==> config.mk <==
export PLATFORM = sky130hd
export DESIGN_NAME = float_list_syntax_checker_top_flat
export DESIGN_NICKNAME = d
export VERILOG_FILES = /design/src/rtl/flsc_pkg.sv /design/src/rtl/flsc_if.sv /design/src/rtl/flsc_front.sv /design/src/rtl/flsc_queue.sv /design/src/rtl/flsc_back.sv /design/src/rtl/float_list_syntax_checker_top.sv /design/src/flat_wrapper.sv
export SDC_FILE = /design/constraint.sdc
export NUM_CORES = 1
export LEC_CHECK = 0
export ABC_AREA = 0
export BUFFER_PORTS_ARGS = -buffer_cell sky130_fd_sc_hd__buf_2
export CAP_MARGIN = 20
export CELL_PAD_IN_SITES_DETAIL_PLACEMENT = 0
export CELL_PAD_IN_SITES_GLOBAL_PLACEMENT = 1
export CORE_ASPECT_RATIO = 1.2
export CORE_UTILIZATION = 52
export DETAILED_ROUTE_END_ITERATION = 10
export HOLD_SLACK_MARGIN = 0.12
export PLACE_DENSITY_LB_ADDON = 0.3
export SKIP_LAST_GASP = 1
export SLEW_MARGIN = 5
export SYNTH_ARGS = -nofsm -noshare
export SYNTH_HDL_FRONTEND = slang
export SYNTH_SLANG_ARGS = --single-unit
==> constraint.sdc <==
create_clock -name clk_i -period 4 [get_ports clk_i]
set_input_delay 1 -clock clk_i [delete_from_list [all_inputs] [get_ports clk_i]]
set_output_delay 1 -clock clk_i [all_outputs]
set_load 0.02 [all_outputs]
==> src/rtl/flsc_pkg.sv <==
// Package: symbol classes, recognizer states and the transition function.
`default_nettype none

package flsc_pkg;

  // Symbol classes: digits '0'..'9' are classes 0..9.
  localparam logic [3:0] ClsDigitMax = 4'd9;
  localparam logic [3:0] ClsZero     = 4'd0;
  localparam logic [3:0] ClsDot      = 4'd10;
  localparam logic [3:0] ClsExp      = 4'd11;
  localparam logic [3:0] ClsPlus     = 4'd12;
  localparam logic [3:0] ClsMinus    = 4'd13;
  localparam logic [3:0] ClsSep      = 4'd14;
  localparam logic [3:0] ClsEnd      = 4'd15;

  // Recognizer states; codes 13..15 are unreachable and behave as reject.
  typedef enum logic [3:0] {
    ST_ACCEPT    = 4'd0,
    ST_REJECT    = 4'd1,
    ST_START     = 4'd2,
    ST_SIGN      = 4'd3,
    ST_ZERO      = 4'd4,
    ST_INT       = 4'd5,
    ST_POINT     = 4'd6,
    ST_FRAC      = 4'd7,
    ST_EXP       = 4'd8,
    ST_EXP_SIGN  = 4'd9,
    ST_EXP_ZERO  = 4'd10,
    ST_EXP_DIGIT = 4'd11,
    ST_SEP       = 4'd12
  } state_e;

  // Classified word passed from the front end to the back end.
  typedef struct packed {
    logic       known;  // byte belongs to one of the sixteen classes
    logic [3:0] cls;
    logic       last;
  } cls_word_t;

  // Next state for one classified byte.
  function automatic state_e next_state(input state_e cur, input cls_word_t w);
    state_e nxt;
    logic   digit;
    logic   sign;
    logic   zero;
    digit = (w.cls <= ClsDigitMax);
    zero  = (w.cls == ClsZero);
    sign  = (w.cls == ClsPlus) || (w.cls == ClsMinus);
    nxt   = ST_REJECT;
    if (w.known) begin
      case (cur)
        ST_ACCEPT: begin
          nxt = ST_ACCEPT;
        end
        ST_START: begin
          if (digit)                nxt = zero ? ST_ZERO : ST_INT;
          else if (sign)            nxt = ST_SIGN;
          else if (w.cls == ClsEnd) nxt = ST_ACCEPT;
        end
        ST_SIGN, ST_SEP: begin
          if (digit)      nxt = zero ? ST_ZERO : ST_INT;
          else if (sign)  nxt = (cur == ST_SEP) ? ST_SIGN : ST_REJECT;
        end
        ST_ZERO: begin
          if (w.cls == ClsDot) nxt = ST_POINT;
        end
        ST_INT: begin
          if (digit)                nxt = ST_INT;
          else if (w.cls == ClsDot) nxt = ST_POINT;
        end
        ST_POINT: begin
          if (digit) nxt = ST_FRAC;
        end
        ST_FRAC: begin
          if (digit)                nxt = ST_FRAC;
          else if (w.cls == ClsExp) nxt = ST_EXP;
        end
        ST_EXP, ST_EXP_SIGN: begin
          if (digit)     nxt = zero ? ST_EXP_ZERO : ST_EXP_DIGIT;
          else if (sign) nxt = (cur == ST_EXP) ? ST_EXP_SIGN : ST_REJECT;
        end
        ST_EXP_ZERO, ST_EXP_DIGIT: begin
          if (digit)                nxt = (cur == ST_EXP_DIGIT) ? ST_EXP_DIGIT : ST_REJECT;
          else if (w.cls == ClsSep) nxt = ST_SEP;
          else if (w.cls == ClsEnd) nxt = ST_ACCEPT;
        end
        default: begin
          nxt = ST_REJECT;
        end
      endcase
    end
    return nxt;
  endfunction

endpackage

`default_nettype wire

==> src/rtl/flsc_if.sv <==
// Handshake channels: symbol input and verdict output.
`default_nettype none

interface flsc_sym_if;
  logic       valid;
  logic       ready;
  logic [7:0] symbol;
  logic       last;
  modport source (output valid, output symbol, output last, input ready);
  modport sink   (input valid, input symbol, input last, output ready);
endinterface

interface flsc_res_if;
  logic valid;
  logic ready;
  logic accepted;
  modport source (output valid, output accepted, input ready);
  modport sink   (input valid, input accepted, output ready);
endinterface

`default_nettype wire

==> src/rtl/flsc_front.sv <==
// Front end: accept symbol words and classify each byte.
`default_nettype none

module flsc_front
  import flsc_pkg::*;
(
  flsc_sym_if.sink   sym_i,
  output logic       push_valid_o,
  output cls_word_t  push_word_o,
  input  logic       push_ready_i
);

  logic [7:0] sym;
  logic [7:0] dig_off;

  assign sym     = sym_i.symbol;
  assign dig_off = sym - 8'h30;

  // Map the byte to its class; anything else is marked unknown
  always_comb begin
    push_word_o.known = 1'b1;
    push_word_o.cls   = ClsZero;
    push_word_o.last  = sym_i.last;
    if (sym inside {[8'h30:8'h39]}) begin
      push_word_o.cls = dig_off[3:0];
    end else begin
      case (sym)
        8'h2E:   push_word_o.cls = ClsDot;
        8'h45:   push_word_o.cls = ClsExp;
        8'h2B:   push_word_o.cls = ClsPlus;
        8'h2D:   push_word_o.cls = ClsMinus;
        8'h3B:   push_word_o.cls = ClsSep;
        8'h23:   push_word_o.cls = ClsEnd;
        default: push_word_o.known = 1'b0;
      endcase
    end
  end

  // Take a word whenever the queue has room
  assign push_valid_o = sym_i.valid;
  assign sym_i.ready  = push_ready_i;

endmodule

`default_nettype wire

==> src/rtl/flsc_queue.sv <==
// Small FIFO between the classifying front end and the recognizer back end.
`default_nettype none

module flsc_queue
  import flsc_pkg::*;
#(
  parameter int unsigned Depth = 4
) (
  input  logic      clk_i,
  input  logic      rst_ni,
  input  logic      push_valid_i,
  input  cls_word_t push_word_i,
  output logic      push_ready_o,
  output logic      pop_valid_o,
  output cls_word_t pop_word_o,
  input  logic      pop_ready_i
);

  localparam int unsigned PtrW = (Depth > 1) ? $clog2(Depth) : 1;
  localparam int unsigned CntW = $clog2(Depth + 1);
  localparam logic [CntW-1:0] CntFull = CntW'(Depth);
  localparam logic [PtrW-1:0] PtrLast = PtrW'(Depth - 1);

  cls_word_t         mem_q [Depth];
  logic [PtrW-1:0]   wr_ptr_q, wr_ptr_d;
  logic [PtrW-1:0]   rd_ptr_q, rd_ptr_d;
  logic [CntW-1:0]   cnt_q, cnt_d;
  logic              push, pop;

  assign push_ready_o = (cnt_q != CntFull);
  assign pop_valid_o  = (cnt_q != '0);
  assign pop_word_o   = mem_q[rd_ptr_q];
  assign push         = push_valid_i && push_ready_o;
  assign pop          = pop_valid_o && pop_ready_i;

  // Advance pointers and occupancy
  always_comb begin
    wr_ptr_d = wr_ptr_q;
    rd_ptr_d = rd_ptr_q;
    cnt_d    = cnt_q;
    if (push) wr_ptr_d = (wr_ptr_q == PtrLast) ? '0 : wr_ptr_q + 1'b1;
    if (pop)  rd_ptr_d = (rd_ptr_q == PtrLast) ? '0 : rd_ptr_q + 1'b1;
    if (push && !pop)      cnt_d = cnt_q + 1'b1;
    else if (pop && !push) cnt_d = cnt_q - 1'b1;
  end

  always_ff @(posedge clk_i or negedge rst_ni) begin
    if (!rst_ni) begin
      wr_ptr_q <= '0;
      rd_ptr_q <= '0;
      cnt_q    <= '0;
    end else begin
      wr_ptr_q <= wr_ptr_d;
      rd_ptr_q <= rd_ptr_d;
      cnt_q    <= cnt_d;
    end
  end

  // Store the incoming word
  always_ff @(posedge clk_i) begin
    if (push) begin
      mem_q[wr_ptr_q] <= push_word_i;
    end
  end

endmodule

`default_nettype wire

==> src/rtl/flsc_back.sv <==
// Back end: recognizer state machine and registered verdict output.
`default_nettype none

module flsc_back
  import flsc_pkg::*;
(
  input  logic       clk_i,
  input  logic       rst_ni,
  input  logic       pop_valid_i,
  input  cls_word_t  pop_word_i,
  output logic       pop_ready_o,
  flsc_res_if.source res_o
);

  state_e state_q, state_d;
  state_e step;
  logic   out_valid_q, out_valid_d;
  logic   out_acc_q, out_acc_d;
  logic   fire;

  // A word that ends a string needs the output slot free or draining
  assign pop_ready_o = !pop_word_i.last || !out_valid_q || res_o.ready;
  assign fire        = pop_valid_i && pop_ready_o;
  assign step        = next_state(state_q, pop_word_i);

  // Advance the state; on the final byte post the verdict and restart
  always_comb begin
    state_d     = state_q;
    out_valid_d = out_valid_q && !res_o.ready;
    out_acc_d   = out_acc_q;
    if (fire) begin
      if (pop_word_i.last) begin
        state_d     = ST_START;
        out_valid_d = 1'b1;
        out_acc_d   = (step == ST_ACCEPT);
      end else begin
        state_d = step;
      end
    end
  end

  always_ff @(posedge clk_i or negedge rst_ni) begin
    if (!rst_ni) begin
      state_q     <= ST_START;
      out_valid_q <= 1'b0;
    end else begin
      state_q     <= state_d;
      out_valid_q <= out_valid_d;
    end
  end

  always_ff @(posedge clk_i) begin
    out_acc_q <= out_acc_d;
  end

  assign res_o.valid    = out_valid_q;
  assign res_o.accepted = out_acc_q;

endmodule

`default_nettype wire

==> src/rtl/float_list_syntax_checker_top.sv <==
// Top level of the decimal float list syntax checker.
//
//   channel | dir | word fields        | accepted when
//   sym_i   | in  | symbol[7:0], last  | valid && ready
//   res_o   | out | accepted           | valid && ready
//
// One byte per cycle is sustained while verdicts are taken. While a verdict
// waits, the back end keeps taking bytes until it meets the next last byte;
// the queue then holds up to QueueDepth bytes before the input stalls.
// A verdict passes the queue, then the output register: its last byte is
// written to the queue, and the verdict loads when the back end pops it.
// Reset clears the queue, the output valid flag and returns the recognizer to
// its start state. No clearing pass is needed.
`default_nettype none

module float_list_syntax_checker_top
  import flsc_pkg::*;
#(
  parameter int unsigned QueueDepth = 4
) (
  input  logic       clk_i,
  input  logic       rst_ni,
  flsc_sym_if.sink   sym_i,
  flsc_res_if.source res_o
);

  logic      push_valid, push_ready;
  cls_word_t push_word;
  logic      pop_valid, pop_ready;
  cls_word_t pop_word;

  flsc_front u_front (
    .sym_i        (sym_i),
    .push_valid_o (push_valid),
    .push_word_o  (push_word),
    .push_ready_i (push_ready)
  );

  flsc_queue #(
    .Depth (QueueDepth)
  ) u_queue (
    .clk_i        (clk_i),
    .rst_ni       (rst_ni),
    .push_valid_i (push_valid),
    .push_word_i  (push_word),
    .push_ready_o (push_ready),
    .pop_valid_o  (pop_valid),
    .pop_word_o   (pop_word),
    .pop_ready_i  (pop_ready)
  );

  flsc_back u_back (
    .clk_i       (clk_i),
    .rst_ni      (rst_ni),
    .pop_valid_i (pop_valid),
    .pop_word_i  (pop_word),
    .pop_ready_o (pop_ready),
    .res_o       (res_o)
  );

endmodule

`default_nettype wire

==> src/flat_wrapper.sv <==
// flat-port wrapper written by rule: the top's interface ports become plain ports
module float_list_syntax_checker_top_flat import flsc_pkg::*;
#(
  parameter int unsigned QueueDepth = 4
)
  (clk_i, rst_ni, sym_i_valid, sym_i_symbol, sym_i_last, sym_i_ready, res_o_valid, res_o_accepted, res_o_ready);
  flsc_sym_if sym_i_i ();
  flsc_res_if res_o_i ();
  input  logic clk_i;
  input  logic rst_ni;
  input wire logic [$bits(sym_i_i.valid)-1:0] sym_i_valid;
  input wire logic [$bits(sym_i_i.symbol)-1:0] sym_i_symbol;
  input wire logic [$bits(sym_i_i.last)-1:0] sym_i_last;
  output wire logic [$bits(sym_i_i.ready)-1:0] sym_i_ready;
  output wire logic [$bits(res_o_i.valid)-1:0] res_o_valid;
  output wire logic [$bits(res_o_i.accepted)-1:0] res_o_accepted;
  input wire logic [$bits(res_o_i.ready)-1:0] res_o_ready;
  assign sym_i_i.valid = sym_i_valid;
  assign sym_i_i.symbol = sym_i_symbol;
  assign sym_i_i.last = sym_i_last;
  assign sym_i_ready = sym_i_i.ready;
  assign res_o_valid = res_o_i.valid;
  assign res_o_accepted = res_o_i.accepted;
  assign res_o_i.ready = res_o_ready;
  float_list_syntax_checker_top #(.QueueDepth(QueueDepth)) u_core (.clk_i(clk_i), .rst_ni(rst_ni), .sym_i(sym_i_i), .res_o(res_o_i));
endmodule
# Word-level counts from Yosys, hierarchy flattened

Memories as Yosys holds them, arrays and structs flattened.
Index checks and enable logic that the tools add are counted.

Logic and storage cells: 99
Memory bits (writable): 24
Output and inout bits: 3
Bits in registers: 13
Input port bits: 13
Memories kept: 1

$lt $le $gt $ge: 3
Reductions and logical operators: 24
Equality and inequality tests: 26
$add $sub $neg: 5
Muxes and demuxes: 34

Memory list:

| memory               | depth | width | rd ports | clocked after Yosys merged registers in | write ports | line             | RTL |
|---|---|---|---|---|---|---|---|
| u_core.u_queue.mem_q | 4     | 6     | 1        | 0                                       | 1           | flsc_queue.sv:24 | `cls_word_t mem_q [Depth];` |

Operators with widths:

| kind                                                                   | count |
|---|---|
| 4-bit two-way mux                                                      | 12 |
| 4-bit equality test (second input constant)                            | 11 |
| 8-bit by 6-bit equality test with 1-bit output (second input constant) | 5 |
| 4-bit case mux with 9 select lines                                     | 1 |
| 4-bit case mux with 6 select lines                                     | 1 |
| 3-bit two-way mux                                                      | 6 |
| 4-bit by 3-bit equality test with 1-bit output (second input constant) | 4 |
| 4-bit logical NOT                                                      | 3 |
| 2-bit two-way mux                                                      | 5 |
| 1-bit two-way mux                                                      | 9 |
| 4-bit by 2-bit equality test with 1-bit output (second input constant) | 2 |
| 8-bit by 7-bit equality test with 1-bit output (second input constant) | 1 |
| 8-bit by 6-bit >= comparator with 1-bit output (second input constant) | 1 |
| 8-bit by 6-bit <= comparator with 1-bit output (second input constant) | 1 |
| 1-bit logical AND                                                      | 6 |
| 2-bit OR reduction                                                     | 3 |
| 6-bit OR reduction                                                     | 1 |
| 1-bit logical NOT                                                      | 5 |
| 2-bit by 1-bit adder with 2-bit output (second input constant)         | 2 |
| 2-bit equality test (second input constant)                            | 2 |
| 4-bit <= comparator (second input constant)                            | 1 |
| 4-bit by 1-bit subtractor with 4-bit output (second input constant)    | 1 |
| 3-bit by 1-bit adder with 3-bit output (second input constant)         | 1 |
| 1-bit logical OR                                                       | 3 |
| 5 further kinds                                                        | 5 |

# Logic depth before layout (Yosys ltp)

Gate-level depths: netlist (run 1).
An unclocked memory read counts as a cell.

Depth after elaboration: 8
Gate-level depth with buffers: 10
Mapped depth without buffers: 9

# By module

A second synthesis (run 1) with hierarchy kept.

Cells, all modules: 187
Area total of the unflattened synthesis: 2214.6 um^2

Modules (own cells, without submodules):

| module     | cells an instance | times used | area an instance (um^2) | sequential area each (um^2) |
|---|---|---|---|---|
| flsc_queue | 68                | 1          | 1308.8                  | 895.9 |
| flsc_back  | 76                | 1          | 628.1                   | 156.4 |
| flsc_front | 43                | 1          | 277.8                   | 0.0 |

# Least setup slack after synthesis (run 1)

OpenSTA, ideal clock, no wires.

Kind: reg2reg
Start: register u_core.u_queue.rd_ptr_q[0]
End: register u_core.u_queue.cnt_q[1]
Path buffers: 2
Required time: 3875 ps
Stages on the path, launching flop included: 9
Setup slack: 1410 ps
Setup time: 125 ps
Data arrival time: 2466 ps
Clock period less this slack: 2590 ps
Cells stage by stage: dfrtp_1 buf_6 mux4_1 a31o_2 clkbuf_1 ha_1 inv_1 fa_1 mux2_2

Longest elaborated chain between the ends: 8

RTL lines:

| element                           | line             | RTL |
|---|---|---|
| from (decl)                       | flsc_queue.sv:26 | `logic [PtrW-1:0] rd_ptr_q, rd_ptr_d;` |
| from (signal assigned)            | flsc_queue.sv:54 | `rd_ptr_q <= rd_ptr_d;` |
| memory 4 x 6 bit                  | n/a              |  |
| 1-bit logical NOT                 | flsc_back.sv:22  | `assign pop_ready_o = !pop_word_i.last \|\| !out_valid_q \|\| res_o.ready;` |
| 1-bit logical OR (2 in series)    | flsc_back.sv:22  |  |
| 1-bit logical AND                 | flsc_queue.sv:34 | `assign pop = pop_valid_o && pop_ready_i;` |
| 1-bit logical NOT                 | flsc_queue.sv:43 | `if (push && !pop) cnt_d = cnt_q + 1'b1;` |
| 1-bit logical AND                 | flsc_queue.sv:43 |  |
| 3-bit two-way mux                 | flsc_queue.sv:43 |  |
| named net u_core.u_queue.cnt_d[1] | flsc_queue.sv:27 | `logic [CntW-1:0] cnt_q, cnt_d;` |
| to (signal assigned)              | flsc_queue.sv:55 | `cnt_q <= cnt_d;` |
| to (decl)                         | flsc_queue.sv:27 |  |

The timed path passes the listed nets, and every way through them passes these cells.
A chain may end at the register's enable or synchronous reset.

# Worst setup path in the final report (run 1)

Same ends and word-level chain as after synthesis.

==> flow_summary_export.csv, run 1 <==
group,metric,value,unit
run_status,status,"complete, no violations",
clocking,post_cts_buffers,0,
placement,place_congestion,0.844,
clocking,clkTransAtPathRegs,70,ps
power,ir_drop,0.387,mV
synthesis,synthesis.area,2110,um2
power,power.density,690,nW/um2
sta,period_share,0.693,
floorplanning,die_h,71.8,um
sta,tightest_slew,546,ps
cells_and_area,syn2layout_area_growth,9.30,%
clocking,clock_path_buffers,2,
sta,skew,11.7,ps
synthesis,syn_nets,201,
clocking,tritoncts,"done",
drt,detail-route-antenna-nets,0,
floorplanning,dieArea,4320,um2
sta,holdWs,514,ps
drt,drc,0,
clocking,cts.sinks,37,
worst_setup_path,critPathKind,"flip-flop to flip-flop",
floorplanning,io_pins,16,
worst_setup_path,cpPeakStageDelay,680,ps
clocking,clk_latency,290,ps
cells_and_area,drive_gt1_frac,0.194,
synthesis,synth.ff_latch_count,37,
placement,port_buffers,15,
clocking,h-tree-depth,2,
sta,slew_headroom,0.633,
cells_and_area,stdcell_count,250,
worst_setup_path,cp-end-kind,"flip-flop",
synthesis,synth_area_per_cell,11.7,um2
worst_setup_path,required,4180,ps
sta,max_freq,361,MHz
floorplanning,start_util,0.540,
clocking,hold_buffers,0,
worst_setup_path,cp_slowest_cell,"mux4_1",
cells_and_area,num_antenna_cells,0,
synthesis,ys_seq_area_frac,0.498,
sta,hold_violations,0,
worst_setup_path,worstPathMaxFanout,10,
global_routing,grt_pass1_vias,1391,
drt,vias,1463,
drt,wl,3.70,mm
placement,hpwlAfterDp,2.86,mm
power,p_leak,0.875,nW
cells_and_area,final_util,0.591,
floorplanning,coreArea,3910,um2
sta,finalSetupTns,0,ps
floorplanning,rows,25,
synthesis,synth-edff-count,25,
global_routing,grt_use_total,0.191,
synthesis,yosysWarnings,0,
worst_setup_path,critPathLaunchType,"flip-flop",
sta,setup_viol,0,
cells_and_area,final_net_count,215,
clocking,cts-root-buf,"clkbuf_8",
worst_setup_path,crit_family,"multiplexers",
drt,drtIter0Drc,81,
sta,rsz0062_at_grt,"false",
floorplanning,fp.dieW,60.2,um
global_routing,antenna_found_initial,0,
synthesis,yosysUniqueCellTypes,52,
sta,post-route-min-period,2770,ps
global_routing,grt_pass1_wl,5.98,mm
synthesis,synth-main-ff-cell,"edfxtp_1",
drt,firstDrtPassIters,4,
drt,wire_per_inst,14.8,um
global_routing,grt_max_degree,17,
synthesis,ys_async_sr_fraction,0.324,
worst_setup_path,timing.critical_path.buf_inv,1,
global_routing,overflow,0,
min_path,hold_class,"flip-flop to flip-flop",
clocking,cts_buffers,5,
synthesis,postSynthCellCount,181,
worst_setup_path,critical_path_arrival,2950,ps
drt,vias_per_cell,5.85,
run,cap_violations,0,
placement,dp.cells,242,
sta,drv_slew,0,
worst_setup_path,worstPathCellList,"mux4_1 -> a31o_2 -> ha_1 -> inv_1 -> fa_1 -> mux2_2",
clocking,post_cts_resized,0,
## registers in the layout (all words and copies together) (netlist names)
name	cells
u_core.u_queue.cnt_q	3
u_core.u_back.state_q	4
u_core.u_back.res_o.accepted	1
u_core.u_queue.rd_ptr_q	2
u_core.u_queue.wr_ptr_q	2
u_core.u_queue.mem_q	24
u_core.u_back.res_o.valid	1
## synth_stat cells (3+ instances only)
| library cell | n | area share |
|---|---|---|
| nand3_1 | 3 | 0.0071 |
| xnor2_1 | 3 | 0.012 |
| nor2b_1 | 7 | 0.021 |
| dfrtp_1 | 11 | 0.13 |
| mux4_1 | 3 | 0.037 |
| clkbuf_1 | 6 | 0.011 |
| edfxtp_1 | 25 | 0.36 |
| inv_1 | 7 | 0.012 |
| mux4_2 | 4 | 0.043 |
| o22ai_1 | 3 | 0.0089 |
| nor3_1 | 3 | 0.0071 |
| nand2b_1 | 4 | 0.012 |
| ha_1 | 6 | 0.036 |
| nand3b_1 | 5 | 0.018 |
| nand2_1 | 15 | 0.027 |
| nor2_1 | 12 | 0.021 |
| and3_1 | 4 | 0.012 |
| o31ai_1 | 3 | 0.011 |
| o21ai_0 | 9 | 0.021 |
| a21oi_1 | 7 | 0.017 |
## worst paths after layout
kind / startpoint / endpoint / slack, ps / depth (start not counted)
setup / recovery: u_core.u_queue.rd_ptr_q[0] / u_core.u_queue.cnt_q[1] / 1230 / 6
hold / removal: u_core.u_queue.cnt_q[2] / u_core.u_queue.cnt_q[2] / 510 / 1
setup reg to reg: u_core.u_queue.rd_ptr_q[0] / u_core.u_queue.cnt_q[1] / 1230 / 6
hold reg to reg: u_core.u_queue.cnt_q[2] / u_core.u_queue.cnt_q[2] / 510 / 1
max in group asynchronous: rst_ni / u_core.u_back.state_q[1] / 3160 / 1
min in group asynchronous: rst_ni / u_core.u_back.state_q[0] / 570 / 1
## cell usage in the layout, fill, tap and decap left out, drive strengths merged, types with 4 or more instances in the layout
master / count
nand3b: 5
edfxtp: 25
mux4: 7
nor2: 12
o21ai: 9
nand2: 15
a21oi: 7
inv: 8
and3: 5
ha: 6
buf: 15
nand2b: 4
dfrtp: 11
clkbuf: 7
nor2b: 7
## logic make-up (layout without fill, tap and decap cells)
group	count (synthesis)	count (layout)	share of synthesized area
fa+ha+maj	7	7	0.0450
mux	9	9	0.0906
simple gates	68	68	0.182
flops	37	37	0.498
compound gates	40	40	0.133
xor+xnor	5	5	0.0207
buf+inv	15	30	0.0308
## report_power, final
part	internal, mW	switching, mW
clock	0.140	0.120
combinational	0.316	0.344
sequential	0.541	0.132
## per-layer routing
layer | vias up | routed length, um | GRT usage
li1 | 713 | - | -
met1 | 707 | 1520 | 0.217
met2 | 32 | 1950 | 0.316
met3 | 11 | 132 | 0.0560
met4 | 0 | 94 | 0.101
met5 | - | 0 | 0
## area by class of cell
type,instances,area (um2)
clock buffer,7,86.3
clock inverter,1,6.26
fill,317,1600
inverter,7,26.3
multi-input combinational,129,996
sequential,37,1050
tap,54,67.6
timing repair buffer,15,75.1
## worst reg2reg max path: cells and delay by family, from the launching register on
kind / cells / cell delay, ps
buffers and inverters: 1 / 80
multiplexers: 2 / 950
adder cells (fa/ha/maj): 2 / 630
AO/OA/AOI/OAI: 1 / 350
flip-flops: 1 / 640
## metrics by stage
stage               power, mW  setup slack [ps]  cell area, um2
floorplan                1.19              1410            2110
global placement         1.30              1320            2220
detailed placement       1.34              1250            2220
CTS                      1.60              1240            2310
global route             1.70              1170            2310
finish                   1.59              1230            2310
Note: power is estimated with default switching activity, not from simulation.
==> run 2, diff against run 1 <==
--- a/config.mk
+++ b/config.mk
@@ -11,7 +11,7 @@
 export CELL_PAD_IN_SITES_DETAIL_PLACEMENT = 0
 export CELL_PAD_IN_SITES_GLOBAL_PLACEMENT = 1
 export CORE_ASPECT_RATIO = 1.2
-export CORE_UTILIZATION = 52
+export CORE_UTILIZATION = 48
 export DETAILED_ROUTE_END_ITERATION = 10
 export HOLD_SLACK_MARGIN = 0.12
 export PLACE_DENSITY_LB_ADDON = 0.3
==> constraint.sdc (replaced) <==
create_clock -name clk_i -period 2.85 [get_ports clk_i]
set_input_delay 0.7125 -clock clk_i [delete_from_list [all_inputs] [get_ports clk_i]]
set_output_delay 0.7125 -clock clk_i [all_outputs]
set_load 0.02 [all_outputs]
==> run 2 against run 1 <==
Against the previous run: sequential power grew 37%; global-route usage is 1.9 points lower; power up 51%; routed wire length rose by 1.3%; register-to-register slack got worse by 930 ps; non-clock buffer count grew 1; flip-flop and latch count unchanged; maximum frequency grew 8.6%; die area rose by 8.1%; critical endpoint unchanged; largest power group is now combinational cells.
==> flow_summary_export.csv, run 2 (synthesis results as in run 1) <==
group,metric,value,unit
drt,drc,0,
placement,dpl_cell_area,2230,um2
clocking,h-tree-depth,2,
sta,period_share,0.895,
worst_setup_path,rrSetupSlack,300,ps
cells_and_area,final_util,0.558,
drt,wl,3.75,mm
floorplanning,start_util,0.500,
sta,slew_headroom,0.688,
cells_and_area,seq_area,1050,um2
sta,setup_viol,0,
cells_and_area,finalInstanceArea,2360,um2
min_path,hold_class,"input pin to async pin",
cells_and_area,nFillCells,364,
clocking,cts_buffers,5,
power,finalPower,2.40,mW
cells_and_area,syn2layout_area_growth,11.7,%
cells_and_area,final_net_count,216,
drt,drtIter0Drc,44,
drt,vias,1465,
floorplanning,dieArea,4670,um2
sta,hold_violations,0,
cells_and_area,drive_gt1_frac,0.203,
drt,vias_per_cell,5.79,
cells_and_area,largest-register,"u_core.u_queue.mem_q",
floorplanning,fp.dieW,62.6,um
cells_and_area,largest_reg_flops,24,
power,p_leak,0.899,nW
clocking,post_cts_buffers,0,
floorplanning,rows,26,
sta,skew,7.96,ps
worst_setup_path,required,3030,ps
global_routing,grt_pass1_wl,5.93,mm
placement,place_congestion,0.912,
clocking,cts-root-buf,"clkbuf_8",
sta,rsz0062_at_grt,"false",
cells_and_area,num_antenna_cells,0,
run_status,status,"complete, no violations",
drt,detail-route-antenna-nets,0,
worst_setup_path,critPathLaunchType,"flip-flop",
cells_and_area,multi_input_area,996,um2
floorplanning,coreArea,4230,um2
global_routing,overflow,0,
cells_and_area,top_regs,"u_core.u_queue.mem_q: 24 flops, u_core.u_back.state_q: 4 flops, u_core.u_queue.cnt_q: 3 flops",
global_routing,antenna_found_initial,0,
clocking,clock_path_buffers,2,
worst_setup_path,critical_path_arrival,2730,ps
placement,port_buffers,15,
power,ir_drop,0.606,mV
clocking,post_cts_resized,0,
sta,worst_slack,298,ps
sta,drv_slew,0,
sta,holdWs,283,ps
worst_setup_path,cp-end-kind,"flip-flop",
clocking,hold_buffers,0,
worst_setup_path,worstPathMaxFanout,9,
global_routing,grt_use_total,0.171,
placement,hpwlAfterDp,2.94,mm
floorplanning,die_h,74.7,um
clocking,tritoncts,"done",
global_routing,grt_pass1_vias,1342,
cells_and_area,mostFrequentLayoutCell,"edfxtp_1",
clocking,clk_latency,290,ps
worst_setup_path,critPathKind,"flip-flop to flip-flop",
clocking,cts.sinks,37,
cells_and_area,stdcell_count,253,
clocking,clkTransAtPathRegs,70,ps
global_routing,grt_max_degree,17,
sta,max_freq,392,MHz
run,cap_violations,0,
placement,dp.cells,245,
cells_and_area,final_cell_mix,"25 x edfxtp_1, 15 x nand2_1, 15 x buf_2",
sta,tightest_slew,464,ps
drt,wire_per_inst,14.8,um
floorplanning,io_pins,16,
placement,dp_slack,328,ps
sta,finalSetupTns,0,ps
power,power.density,1020,nW/um2
sta,post-route-min-period,2550,ps
drt,firstDrtPassIters,4,
run 2: final cells by class:
| class | instances | area share |
|---|---|---|
| Timing Repair Buffer | 16 | 0.0350 |
| Inverter | 7 | 0.0111 |
| Tap cell | 56 | 0.0297 |
| Clock buffer | 5 | 0.0291 |
| Multi-Input combinational cell | 129 | 0.422 |
| Clock inverter | 3 | 0.0276 |
| Sequential cell | 37 | 0.446 |
run 2: report_power, final:
part	total (mW)	leakage (nW)	internal (mW)	switching, mW
Clock	0.524	0.0681	0.347	0.176
Sequential	0.925	0.374	0.760	0.165
Combinational	0.952	0.457	0.455	0.497
run 2: per-layer routing:
metal  part of all wire  routed length, um  vias up  track usage
li1                   -                  -      716            -
met1               0.40               1480      708        0.172
met2               0.55               2060       27        0.327
met3              0.023                 87       14       0.0318
met4              0.033                122        0        0.116
met5                  0                  0        -            0
run 2: critical path, cell delays in order, from the launching register on:
cell and delay (ps):
dfrtp_1 430, mux4_1 640, a31o_2 350, ha_1 240, inv_1 90, fa_1 410, mux2_2 270
run 2: path summary, 6_finish.rpt:
| kind | cells past startpoint | end | startpoint |
|---|---|---|---|
| max | 6 | u_core.u_queue.cnt_q[1] | u_core.u_queue.rd_ptr_q[0] |
| min | 1 | u_core.u_back.state_q[0] | rst_ni |
| max reg2reg | 6 | u_core.u_queue.cnt_q[1] | u_core.u_queue.rd_ptr_q[0] |
| min reg2reg | 1 | u_core.u_queue.cnt_q[2] | u_core.u_queue.cnt_q[2] |
| max in group asynchronous | 1 | u_core.u_back.state_q[1] | rst_ni |
| min in group clk_i | 1 | u_core.u_queue.cnt_q[2] | u_core.u_queue.cnt_q[2] |
==> run 3, diff against run 2 <==
--- a/config.mk
+++ b/config.mk
@@ -6,7 +6,7 @@
 export NUM_CORES = 1
 export LEC_CHECK = 0
 export ABC_AREA = 0
-export BUFFER_PORTS_ARGS = -buffer_cell sky130_fd_sc_hd__buf_2
+export BUFFER_PORTS_ARGS = -buffer_cell sky130_fd_sc_hd__buf_4
 export CAP_MARGIN = 20
 export CELL_PAD_IN_SITES_DETAIL_PLACEMENT = 0
 export CELL_PAD_IN_SITES_GLOBAL_PLACEMENT = 1
==> run 3 against run 2 <==
Against the previous run: via count rose by 0.55%; worst hold slack got worse by 35 ps; routed wire length rose by 2.6%; global-route usage rose by 0.80 points; sequential share of layout area fell by 0.19 points; combinational power rose by 2%; clock power fell by 18%; utilization rose by 0.24 points; critical endpoint unchanged; flip-flop and latch count did not move; setup slack improved by 7.8 ps; cell area rose by 0.42%.
==> flow_summary_export.csv, run 3 (synthesis results as in run 1) <==
group,metric,value,unit
cells_and_area,largest-register,"u_core.u_queue.mem_q",
cells_and_area,final_net_count,216,
clocking,tritoncts,"done",
drt,vias_per_cell,5.82,
global_routing,grt_use_total,0.179,
floorplanning,coreArea,4230,um2
drt,detail-route-antenna-nets,0,
cells_and_area,top_regs,"u_core.u_queue.mem_q: 24 flops, u_core.u_back.state_q: 4 flops, u_core.u_queue.cnt_q: 3 flops",
global_routing,grt_pass1_vias,1471,
clocking,cts_buffers,5,
sta,finalSetupTns,0,ps
power,ir_drop,0.532,mV
clocking,cts-root-buf,"clkbuf_8",
sta,post-route-min-period,2540,ps
floorplanning,io_pins,16,
sta,period_share,0.893,
drt,vias,1473,
sta,skew,10.1,ps
floorplanning,die_h,74.7,um
placement,port_buffers,15,
worst_setup_path,critPathKind,"flip-flop to flip-flop",
clocking,post_cts_resized,0,
floorplanning,fp.dieW,62.6,um
min_path,hold_class,"input pin to async pin",
sta,holdWs,249,ps
power,switchingPower,0.838,mW
power,p_comb_frac,0.417,
cells_and_area,final_cell_mix,"25 x edfxtp_1, 16 x buf_4, 15 x nand2_1",
placement,place_congestion,0.934,
sta,rsz0062_at_grt,"false",
cells_and_area,drive_gt1_frac,0.193,
sta,tightest_slew,513,ps
cells_and_area,mostFrequentLayoutCell,"edfxtp_1",
power,finalPower,2.33,mW
run,cap_violations,0,
placement,dpl_cell_area,2260,um2
drt,drc,0,
placement,hpwlAfterDp,2.98,mm
floorplanning,dieArea,4670,um2
power,power.density,982,nW/um2
clocking,cts.sinks,37,
floorplanning,start_util,0.500,
clocking,clk_latency,290,ps
worst_setup_path,required,3030,ps
sta,slew_headroom,0.655,
run_status,status,"complete, no violations",
power,seq_power_share,0.399,
power,p_clk_frac,0.184,
sta,hold_violations,0,
power,intPower,1.49,mW
clocking,clock_path_buffers,2,
clocking,h-tree-depth,2,
sta,drv_slew,0,
cells_and_area,nFillCells,369,
worst_setup_path,worstPathMaxFanout,9,
clocking,hold_buffers,0,
global_routing,antenna_found_initial,0,
cells_and_area,stdcell_count,253,
worst_setup_path,cp-end-kind,"flip-flop",
floorplanning,rows,26,
cells_and_area,num_antenna_cells,0,
global_routing,overflow,0,
cells_and_area,largest_reg_flops,24,
clocking,clkTransAtPathRegs,70,ps
sta,setup_viol,0,
drt,wire_per_inst,15.2,um
drt,wl,3.85,mm
worst_setup_path,critical_path_arrival,2720,ps
worst_setup_path,rrSetupSlack,310,ps
global_routing,grt_max_degree,17,
cells_and_area,finalInstanceArea,2370,um2
sta,max_freq,393,MHz
drt,firstDrtPassIters,5,
placement,dp.cells,245,
cells_and_area,syn2layout_area_growth,12.2,%
worst_setup_path,critPathLaunchType,"flip-flop",
power,swShare,0.360,
drt,drtIter0Drc,107,
global_routing,grt_pass1_wl,6.24,mm
clocking,post_cts_buffers,0,
power,p_leak,0.898,nW
## run 3: per-stage QoR
| stage | utilization | setup slack [ps] |
|---|---|---|
| finish | 0.561 | 306 |
| global route | 0.561 | 207 |
| CTS | 0.561 | 303 |
| detailed placement | 0.536 | 313 |
| global placement | 0.536 | 411 |
| floorplan | - | 260 |
## run 3: final timing paths
path,start,end,depth (start not counted)
setup / recovery,u_core.u_queue.rd_ptr_q[0],u_core.u_queue.cnt_q[1],6
max in group asynchronous,rst_ni,u_core.u_back.state_q[1],1
hold / removal,rst_ni,u_core.u_back.state_q[3],1
min in group clk_i,u_core.u_queue.cnt_q[2],u_core.u_queue.cnt_q[2],1
setup reg to reg,u_core.u_queue.rd_ptr_q[0],u_core.u_queue.cnt_q[1],6
hold reg to reg,u_core.u_queue.cnt_q[2],u_core.u_queue.cnt_q[2],1
## run 3: power by group through the flow
stage	sequential (mW)	clock [mW]	combinational (mW)
floorplan	0.855	0	0.821
global placement	0.925	0	0.931
detailed placement	0.938	0	0.976
CTS	0.927	0.438	0.980
global route	0.953	0.461	1.08
finish	0.928	0.429	0.971
## run 3: final cells by class
cell class              count  area [um2]  share of cell area
clock buffers               6        72.6              0.0306
clock inverters             2        33.8              0.0142
inverters                   7        26.3              0.0111
multi-input cells         129         996               0.420
flip-flops and latches     37        1050               0.444
well taps                  56        70.1              0.0296
repair buffers             16         120              0.0507
## run 3: routing by layer
layer | global-route usage | part of all wire | vias to the layer above | wire length [um]
met2 | 0.343 | 0.55 | 32 | 2110
met1 | 0.180 | 0.40 | 719 | 1550
li1 | - | - | 714 | -
met3 | 0.0545 | 0.030 | 8 | 116
met5 | 0 | 0 | - | 0
met4 | 0.0853 | 0.019 | 0 | 75
## run 3: worst max-delay path, stage by stage, from the launching register on
cell	delay, ps
dfrtp_1	440
mux4_1	640
a31o_2	350
ha_1	250
inv_1	90
fa_1	400
mux2_2	270
